===== src/rtl/core/svd_pkg.sv =====
// Shared types, constants and helpers for the SPH velocity divergence block.
// No dependencies; compiled first.
package svd_pkg;

	localparam int MAX_PARTICLES   = 1024;
	localparam int TABLE_INTERVALS = 1024;
	localparam int PIDX_W          = $clog2(MAX_PARTICLES);
	localparam int TADDR_W         = $clog2(TABLE_INTERVALS + 1);
	localparam int CNT_W           = 11;
	localparam int CFG_IDX_W       = 2;
	localparam int STEP_W          = 8;
	localparam int MUL_STEPS       = 64;
	localparam int DIV_STEPS       = 128;

	localparam logic [CFG_IDX_W-1:0] CFG_DIST_SCALE = 2'd0;
	localparam logic [CFG_IDX_W-1:0] CFG_PART_COUNT = 2'd1;

	localparam logic [1:0] OP_TABLE  = 2'd0;
	localparam logic [1:0] OP_RECORD = 2'd1;
	localparam logic [1:0] OP_QUERY  = 2'd2;

	localparam logic [63:0] INV_PI  = 64'd1367130551;
	localparam logic [63:0] LIM_W   = 64'h3FFF_FFFF_FFFF_FFFF;
	localparam logic [63:0] LIM_64  = 64'h7FFF_FFFF_FFFF_FFFF;
	localparam logic [63:0] LIM_48  = 64'h0000_7FFF_FFFF_FFFF;
	localparam logic [63:0] Q_LIMIT = 64'(TABLE_INTERVALS) << 16;

	typedef enum logic {AR_MUL, AR_DIV} arith_op_t;

	typedef struct packed {
		logic      start;
		arith_op_t op;
	} arith_ctl_t;

	typedef struct packed {
		logic busy;
		logic done;
	} arith_sts_t;

	typedef struct packed {
		logic [31:0] pos_x;
		logic [31:0] pos_y;
		logic [31:0] pos_z;
		logic [31:0] vel_x;
		logic [31:0] vel_y;
		logic [31:0] vel_z;
		logic [31:0] mass;
		logic [31:0] smooth;
		logic [31:0] dens;
	} rec_t;

	typedef enum logic [4:0] {
		ST_IDLE, ST_LDI, ST_RDJ, ST_LDJ, ST_SQ, ST_SQW, ST_VD, ST_VDW,
		ST_WCHK, ST_HH, ST_HHW, ST_DS, ST_DSW, ST_QD, ST_QDW, ST_TA,
		ST_TB, ST_TC, ST_PI, ST_PIW, ST_H5, ST_H5W, ST_WEND, ST_MN,
		ST_MNW, ST_TV, ST_TVW, ST_RHO, ST_RHOW, ST_OUT
	} state_t;

	function automatic logic [63:0] mag64(input logic [63:0] v);
		return v[63] ? (64'd0 - v) : v;
	endfunction

	function automatic logic [32:0] mag33(input logic [32:0] v);
		return v[32] ? (33'd0 - v) : v;
	endfunction

	function automatic logic [63:0] clamp(input logic over, input logic [63:0] v,
			input logic [63:0] lim);
		return (over || v > lim) ? lim : v;
	endfunction

	function automatic logic [63:0] sgn(input logic [63:0] v, input logic neg);
		return neg ? (64'd0 - v) : v;
	endfunction

endpackage


===== src/rtl/core/svd_arith.sv =====
// Shared bit-serial unit: 64x64 multiply (64 steps) and 128/64 divide (128 steps).
// Depends on svd_pkg.
module svd_arith (
	input  logic                clk,
	input  logic                arst_n,
	input  svd_pkg::arith_ctl_t ctl,
	input  logic [127:0]        x,
	input  logic [63:0]         y,
	output svd_pkg::arith_sts_t sts,
	output logic [127:0]        res
);
	logic                           busy_q, done_q;
	logic [svd_pkg::STEP_W-1:0]     cnt_q;
	svd_pkg::arith_op_t             op_q;
	logic [63:0]                    y_q, hi_q;
	logic [127:0]                   lo_q;
	logic [64:0]                    sum, r2, diff;
	logic                           ge;

	assign sum  = {1'b0, hi_q} + (lo_q[0] ? {1'b0, y_q} : 65'd0);
	assign r2   = {hi_q, lo_q[127]};
	assign diff = r2 - {1'b0, y_q};
	assign ge   = r2 >= {1'b0, y_q};

	always_ff @(posedge clk or negedge arst_n) begin
		if (!arst_n) begin
			busy_q <= 1'b0;
			done_q <= 1'b0;
			cnt_q  <= '0;
		end else if (ctl.start) begin
			busy_q <= 1'b1;
			done_q <= 1'b0;
			cnt_q  <= (ctl.op == svd_pkg::AR_MUL) ? svd_pkg::STEP_W'(svd_pkg::MUL_STEPS)
				: svd_pkg::STEP_W'(svd_pkg::DIV_STEPS);
		end else if (busy_q) begin
			cnt_q <= cnt_q - 1'b1;
			if (cnt_q == svd_pkg::STEP_W'(1)) begin
				busy_q <= 1'b0;
				done_q <= 1'b1;
			end
		end else begin
			done_q <= 1'b0;
		end
	end

	always_ff @(posedge clk) begin
		if (ctl.start) begin
			op_q <= ctl.op;
			y_q  <= y;
			hi_q <= '0;
			lo_q <= x;
		end else if (busy_q) begin
			if (op_q == svd_pkg::AR_MUL) begin
				hi_q <= sum[64:1];
				lo_q <= {lo_q[127:64], sum[0], lo_q[63:1]};
			end else begin
				hi_q <= ge ? diff[63:0] : r2[63:0];
				lo_q <= {lo_q[126:0], ge};
			end
		end
	end

	assign sts.busy = busy_q;
	assign sts.done = done_q;
	assign res = (op_q == svd_pkg::AR_MUL) ? {hi_q, lo_q[63:0]} : lo_q;
endmodule


===== config.mk =====
export PLATFORM = sky130hd
export DESIGN_NAME = svd_arith
export DESIGN_NICKNAME = d
export VERILOG_FILES = /design/src/rtl/core/svd_pkg.sv /design/src/rtl/core/svd_arith.sv
export SDC_FILE = /design/constraint.sdc
export NUM_CORES = 1
export LEC_CHECK = 0
export BUFFER_PORTS_ARGS = -buffer_cell sky130_fd_sc_hd__buf_2
export CORE_UTILIZATION = 30
export DETAILED_ROUTE_END_ITERATION = 12
export PLACE_DENSITY_LB_ADDON = 0.25
export RECOVER_POWER = 25
export SLEW_MARGIN = 5
export SYNTH_ARGS = -nofsm -noshare
export SYNTH_HDL_FRONTEND = slang
export SYNTH_SLANG_ARGS = --single-unit

===== constraint.sdc =====
create_clock -name clk -period 3.8 [get_ports clk]
set_clock_uncertainty 0.2 [all_clocks]
set_input_delay 0.19 -clock clk [delete_from_list [all_inputs] [get_ports clk]]
set_output_delay 0.19 -clock clk [all_outputs]
set_load 0.01 [all_outputs]

* Word level (Yosys, flattened, before mapping) *
Index checks and enable logic that the tools add are counted.

word-level totals
  bits in registers = 267
  output and inout port bits = 130
  input port bits = 196

cells by class
  eq/ne operators = 2
  add/sub/neg operators = 3
  muxes and demuxes = 16
  order comparisons = 1
  reductions and logical operators = 3

operators with widths
  kind                                                                      number
  128-bit two-way mux                                                       4
  64-bit two-way mux                                                        3
  64-bit by 64-bit adder with 65-bit output                                 1
  65-bit by 64-bit >= comparator with 1-bit output                          1
  64-bit subtractor                                                         1
  8-bit two-way mux                                                         3
  8-bit by 1-bit == test with 1-bit output (second input constant)          1
  8-bit by 1-bit subtractor with 8-bit output (second input constant)       1
  1-bit two-way mux                                                         6
  2-bit nonzero test                                                        2
  3-bit by 2-bit inequality test with 1-bit output (second input constant)  1
  2-bit AND reduction                                                       1

* Depth between registers and ports, before layout *
  depth in word-level cells = 5
  depth in mapped cells = 15
  mapped depth without buffers = 13

* Worst setup path after synthesis *
No wires, ideal clock.

  path type = register to register
  start = reg lo_q[0]
  end = reg hi_q[55]
  stages on the path, launching flop included = 16
  data arrival time = 3.475 ns
  setup time = 0.103 ns
  data required time = 3.497 ns
  buffers on the path = 2
  slack = 0.022 ns
  cells stage by stage = edfxtp_1 clkbuf_1 clkbuf_1 and2_1 ha_1 fa_1 a21oi_1 o22ai_1 o31ai_1 o32ai_1 nor3_1 o21ai_1 a31o_2 a21oi_1 xor2_1 a2111oi_2

between the ends
  longest elaborated chain between the ends = 3

ends and longest elaborated chain
  item                                       line             RTL
  start, declared                            svd_arith.sv:16  logic [127:0] lo_q;
  start signal, assigned                     svd_arith.sv:55  lo_q <= {lo_q[127:64], sum[0], lo_q[63:1]};
  start signal, assigned                     svd_arith.sv:58  lo_q <= {lo_q[126:0], ge};
  64-bit two-way mux                         svd_arith.sv:20  assign sum = {1'b0, hi_q} + (lo_q[0] ? {1'b0, y_q} : 65'd0);
  64-bit by 64-bit adder with 65-bit output  svd_arith.sv:20
  64-bit two-way mux                         svd_arith.sv:53  if (op_q == svd_pkg::AR_MUL) begin
  end signal, assigned                       svd_arith.sv:54  hi_q <= sum[64:1];
  end signal, assigned                       svd_arith.sv:57  hi_q <= ge ? diff[63:0] : r2[63:0];
  end, declared                              svd_arith.sv:15  logic [63:0] y_q, hi_q;

Every way passes these cells.
A chain may end at the register's enable or synchronous reset.

* Final worst setup path *
  start = reg lo_q[0]
  end = reg hi_q[56]

Same word-level chain as after synthesis.

==> results.cfg <==
[detailed_routing]
detailedRoute.firstPassIterationCount = 5
avgViaCountPerCell = 5.17
vias_after_detailed_routing = 22500
ant_nets = 0
wire_per_inst_um = 20.0
drcViolationCount = 0
route.final.wire_length_um = 86800
dr.first_iter.drc_count = 1610

[sta]
final-max-slew-violation-count = 0
unrepaired_setup_endpoints_after_global_routing = true
actual_transition_at_the_worst_max_transition_pin_ns = 0.812
min_period_ns = 3.83
finalCritPeriodShare = 1.01
hold_viol_final = 0
setup_viol = 1
fmax_ghz = 0.261
slew_headroom = 0.458
fin_worst_hold_slack_ns = 0.137
fin_ws_ns = -0.0273

[yosys]
number_of_flops_mapped_to_enable_cells_by_yosys = 193
synth_seq_area_share = 0.343
ys_types = 87
synthesis.nets = 2972
synth_top_area_frac = 0.271
post-synth-top-area-cell = edfxtp_1
synth-warning-count = 0
postSynthCellCount = 2644
ys.flop_type = edfxtp_1
yosys.cell_count.top_type = nand2_1
ys_top_cells_by_area = edfxtp_1 (27%), ha_1 (7.6%), o21ai_0 (7.5%)
synth.cells.most_frequent = nand2_1 (355), o21ai_0 (319), a21oi_1 (209)
mappedNetlistArea_mm2 = 0.0214
synth.ff_latch_count = 267
ys_async_sr_fraction = 0.0375
syn_area_per_cell_um2 = 8.09

[setup_path]
path_cells = buf_6 > clkbuf_16 > and2_4 > ha_4 > buf_4 > nand4_1 > nor4_2 > nand2_1 > a311oi_2 > nor4b_4 > o311ai_1 > o211ai_1 > o21ai_1 > xnor2_1 > o221ai_1
timing.critical_path.fanout_max = 8
critical_path_cell_with_the_highest_stage_delay = edfxtp_1
path_class = reg -> reg
arrival_ns = 4.06
crit_required_ns = 4.03
start_kind = register
worst_path_largest_cell_delay_ns = 0.47
setup.worst_path.end_class = register

[grt]
groute.layer.met1.usage = 0.313
gr-usage-met2 = 0.370
grt_pass1_vias = 21400
antenna_found_initial = 1
grt_start_max_net_pins = 131
grt_util_all_layers = 0.227
first_pass_grt_wire_length_um = 126000
grt_busiest_layer = met2
globalRoute.totalOverflow = 0
global_route.usage.met3 = 0.0258

[place]
io_buffers = 325
placed_area_mm2 = 0.0260
gpl.final_weighted_congestion = 0.942
post-dp-hpwl_um = 65400

[outcome]
run_status = finished with violations
failed_checks = setup timing

[flow_run]
max-cap-violations = 0

[clocking]
clock_pin_slew_reported_for_the_worst_setup_and_hold_paths_after_clock_tree_synthesis_ns = 0.06
cts_tree = built
cts_h_tree_depth = 2
number_of_clock_sinks_seen_by_cts = 267
cts_root_buf = clkbuf_16
clock_tree.buffer_depth = 3
insertion_delay_ns = 0.56
numCtsBuffers = 35

[floorplanning]
fp-row-count = 97
fp.dieW_um = 269
floorplan.die.height_um = 269
floorplan.core_area_mm2 = 0.0703
floorplan.io_pins = 326
dieArea_mm2 = 0.0724
floorplan.initialDensity = 0.304

[cells_and_area]
cell_area_after_layout_mm2 = 0.0303
num-nets-final = 3705
nFillCells = 7090
areaGrowthSynthToFinish_pct = 41.4
final_core_utilization = 0.430
drive_above_1_share = 0.256

[power]
vdd_drop_max_v = 0.000269
cell_internal_power_mw = 8.51
clock_power_share = 0.242
pwr_density_cell_mw_per_mm2 = 461
p_switching_mw = 5.44
seq_power_share = 0.285
sw_frac = 0.390
p_leak_nw = 12.9
share_of_total_power_in_combinational_logic = 0.473

[min_path]
hold_path.class = in -> reg
[kinds of logic (layout without fill, tap and decap cells)]
| group | Yosys count | in the layout | synth area share |
|---|---|---|---|
| adder cells (fa/ha/maj) | 132 | 132 | 0.0779 |
| flip-flops | 267 | 267 | 0.343 |
| other | 0 | 1 | 0 |
| XOR/XNOR | 109 | 109 | 0.0446 |
| multiplexers | 68 | 68 | 0.0319 |
| AND/OR/NAND/NOR | 821 | 821 | 0.176 |
| AO/OA/AOI/OAI | 851 | 851 | 0.242 |
| buffers and inverters | 396 | 1156 | 0.0844 |
[critical path: cells and delay by family, from the launching register on]
kind                       cells  cell delay [ns]
adders and majority gates      1             0.27
xor gates and xnor gates       1             0.14
and+or+nand+nor                5             0.91
AOI/OAI and AO/OA              5             1.26
DFF                            1             0.47
buffers and inverters          3             0.45
[cell usage in the layout (no fill, tap or decap), drive strengths merged, types with 13 or more instances in the layout]
cell type,Yosys,routed
a31oi,29,29
o21bai,27,27
nand4,54,54
clkbuf,116,124
o31ai,17,17
nor2,167,167
and2,70,70
dlygate4sd3,0,198
xnor2,78,78
a21oi,209,209
a211oi,42,42
ha,130,130
nand3,37,37
inv,164,164
xor2,31,31
o211ai,28,28
o22ai,22,22
dfxtp,64,64
and3,13,13
o21ai,335,335
nand2,355,355
nor4,17,17
mux2i,66,66
buf,116,656
edfxtp,193,193
a21o,43,43
nor3,50,50
o21a,15,15
or3,14,14
nand2b,13,13
[final cells by class]
cell class                      count  area [um^2]  share of cell area
Multi-Input combinational cell   1981        13200               0.436
Sequential cell                   267         7330               0.242
Timing Repair Buffer              928         6800               0.225
Tap cell                          940         1180              0.0389
Clock buffer                       50          952              0.0315
Inverter                          164          617              0.0204
Clock inverter                     14          189             0.00625
Antenna cell                        1         2.50           0.0000827
[worst paths after layout]
kind,from,to,slack [ns],cells past startpoint
max,lo_q[0]$_DFFE_PP_,hi_q[56]$_SDFFE_PP0P_,-0.03,15
min,y[33],y_q[33]$_DFFE_PP_,0.14,2
max reg2reg,lo_q[0]$_DFFE_PP_,hi_q[56]$_SDFFE_PP0P_,-0.03,15
min reg2reg,done_q$_DFFE_PN0P_,done_q$_DFFE_PN0P_,0.32,2
max in group asynchronous,arst_n,busy_q$_DFF_PN0_,2.57,3
min in group asynchronous,arst_n,cnt_q[4]$_DFFE_PN0P_,0.48,3
[per-stage QoR]
stage	instances	worst slack (ns)	power, mW	setup TNS (ns)
5_1_grt	4344	-0.102	14.7	-1.05
4_1_cts	4319	0.0151	13.6	0
3_5_place_dp	4056	-0.168	9.97	-0.857
3_3_place_gp	4056	-0.218	9.99	-0.619
2_1_floorplan	2644	0.0216	7.45	0
6_report	4345	-0.0273	13.9	-0.0273
[state kept, by name, indices dropped and copies added, names as in the netlist]
register  cells
busy_q        1
cnt_q         8
done_q        1
hi_q         64
lo_q        128
op_q          1
y_q          64
[routing by layer]
layer	up-vias	part of all wire
met2	717	0.46
met1	10700	0.46
met3	130	0.056
met5	-	0
met4	0	0.030
li1	10900	-
[power groups by stage]
stage | Clock, mW | Sequential, mW | Combinational, mW
after detailed placement | 0 | 4.00 | 5.96
after global routing | 3.57 | 4.02 | 7.14
after CTS | 3.50 | 3.95 | 6.18
final | 3.38 | 3.97 | 6.60
after floorplan | 0 | 3.90 | 3.55
after global placement | 0 | 4.01 | 5.98
[timing repair]
action                                  CTS  global route
pin swaps                                 2            74
resized for setup                        15           167
gates cloned                              0             3
buffers inserted                          1            23
endpoints found under the setup margin   20            51
hold buffers                            198             0
hold endpoints to repair                218             0
(Power assumes the default switching activity.)
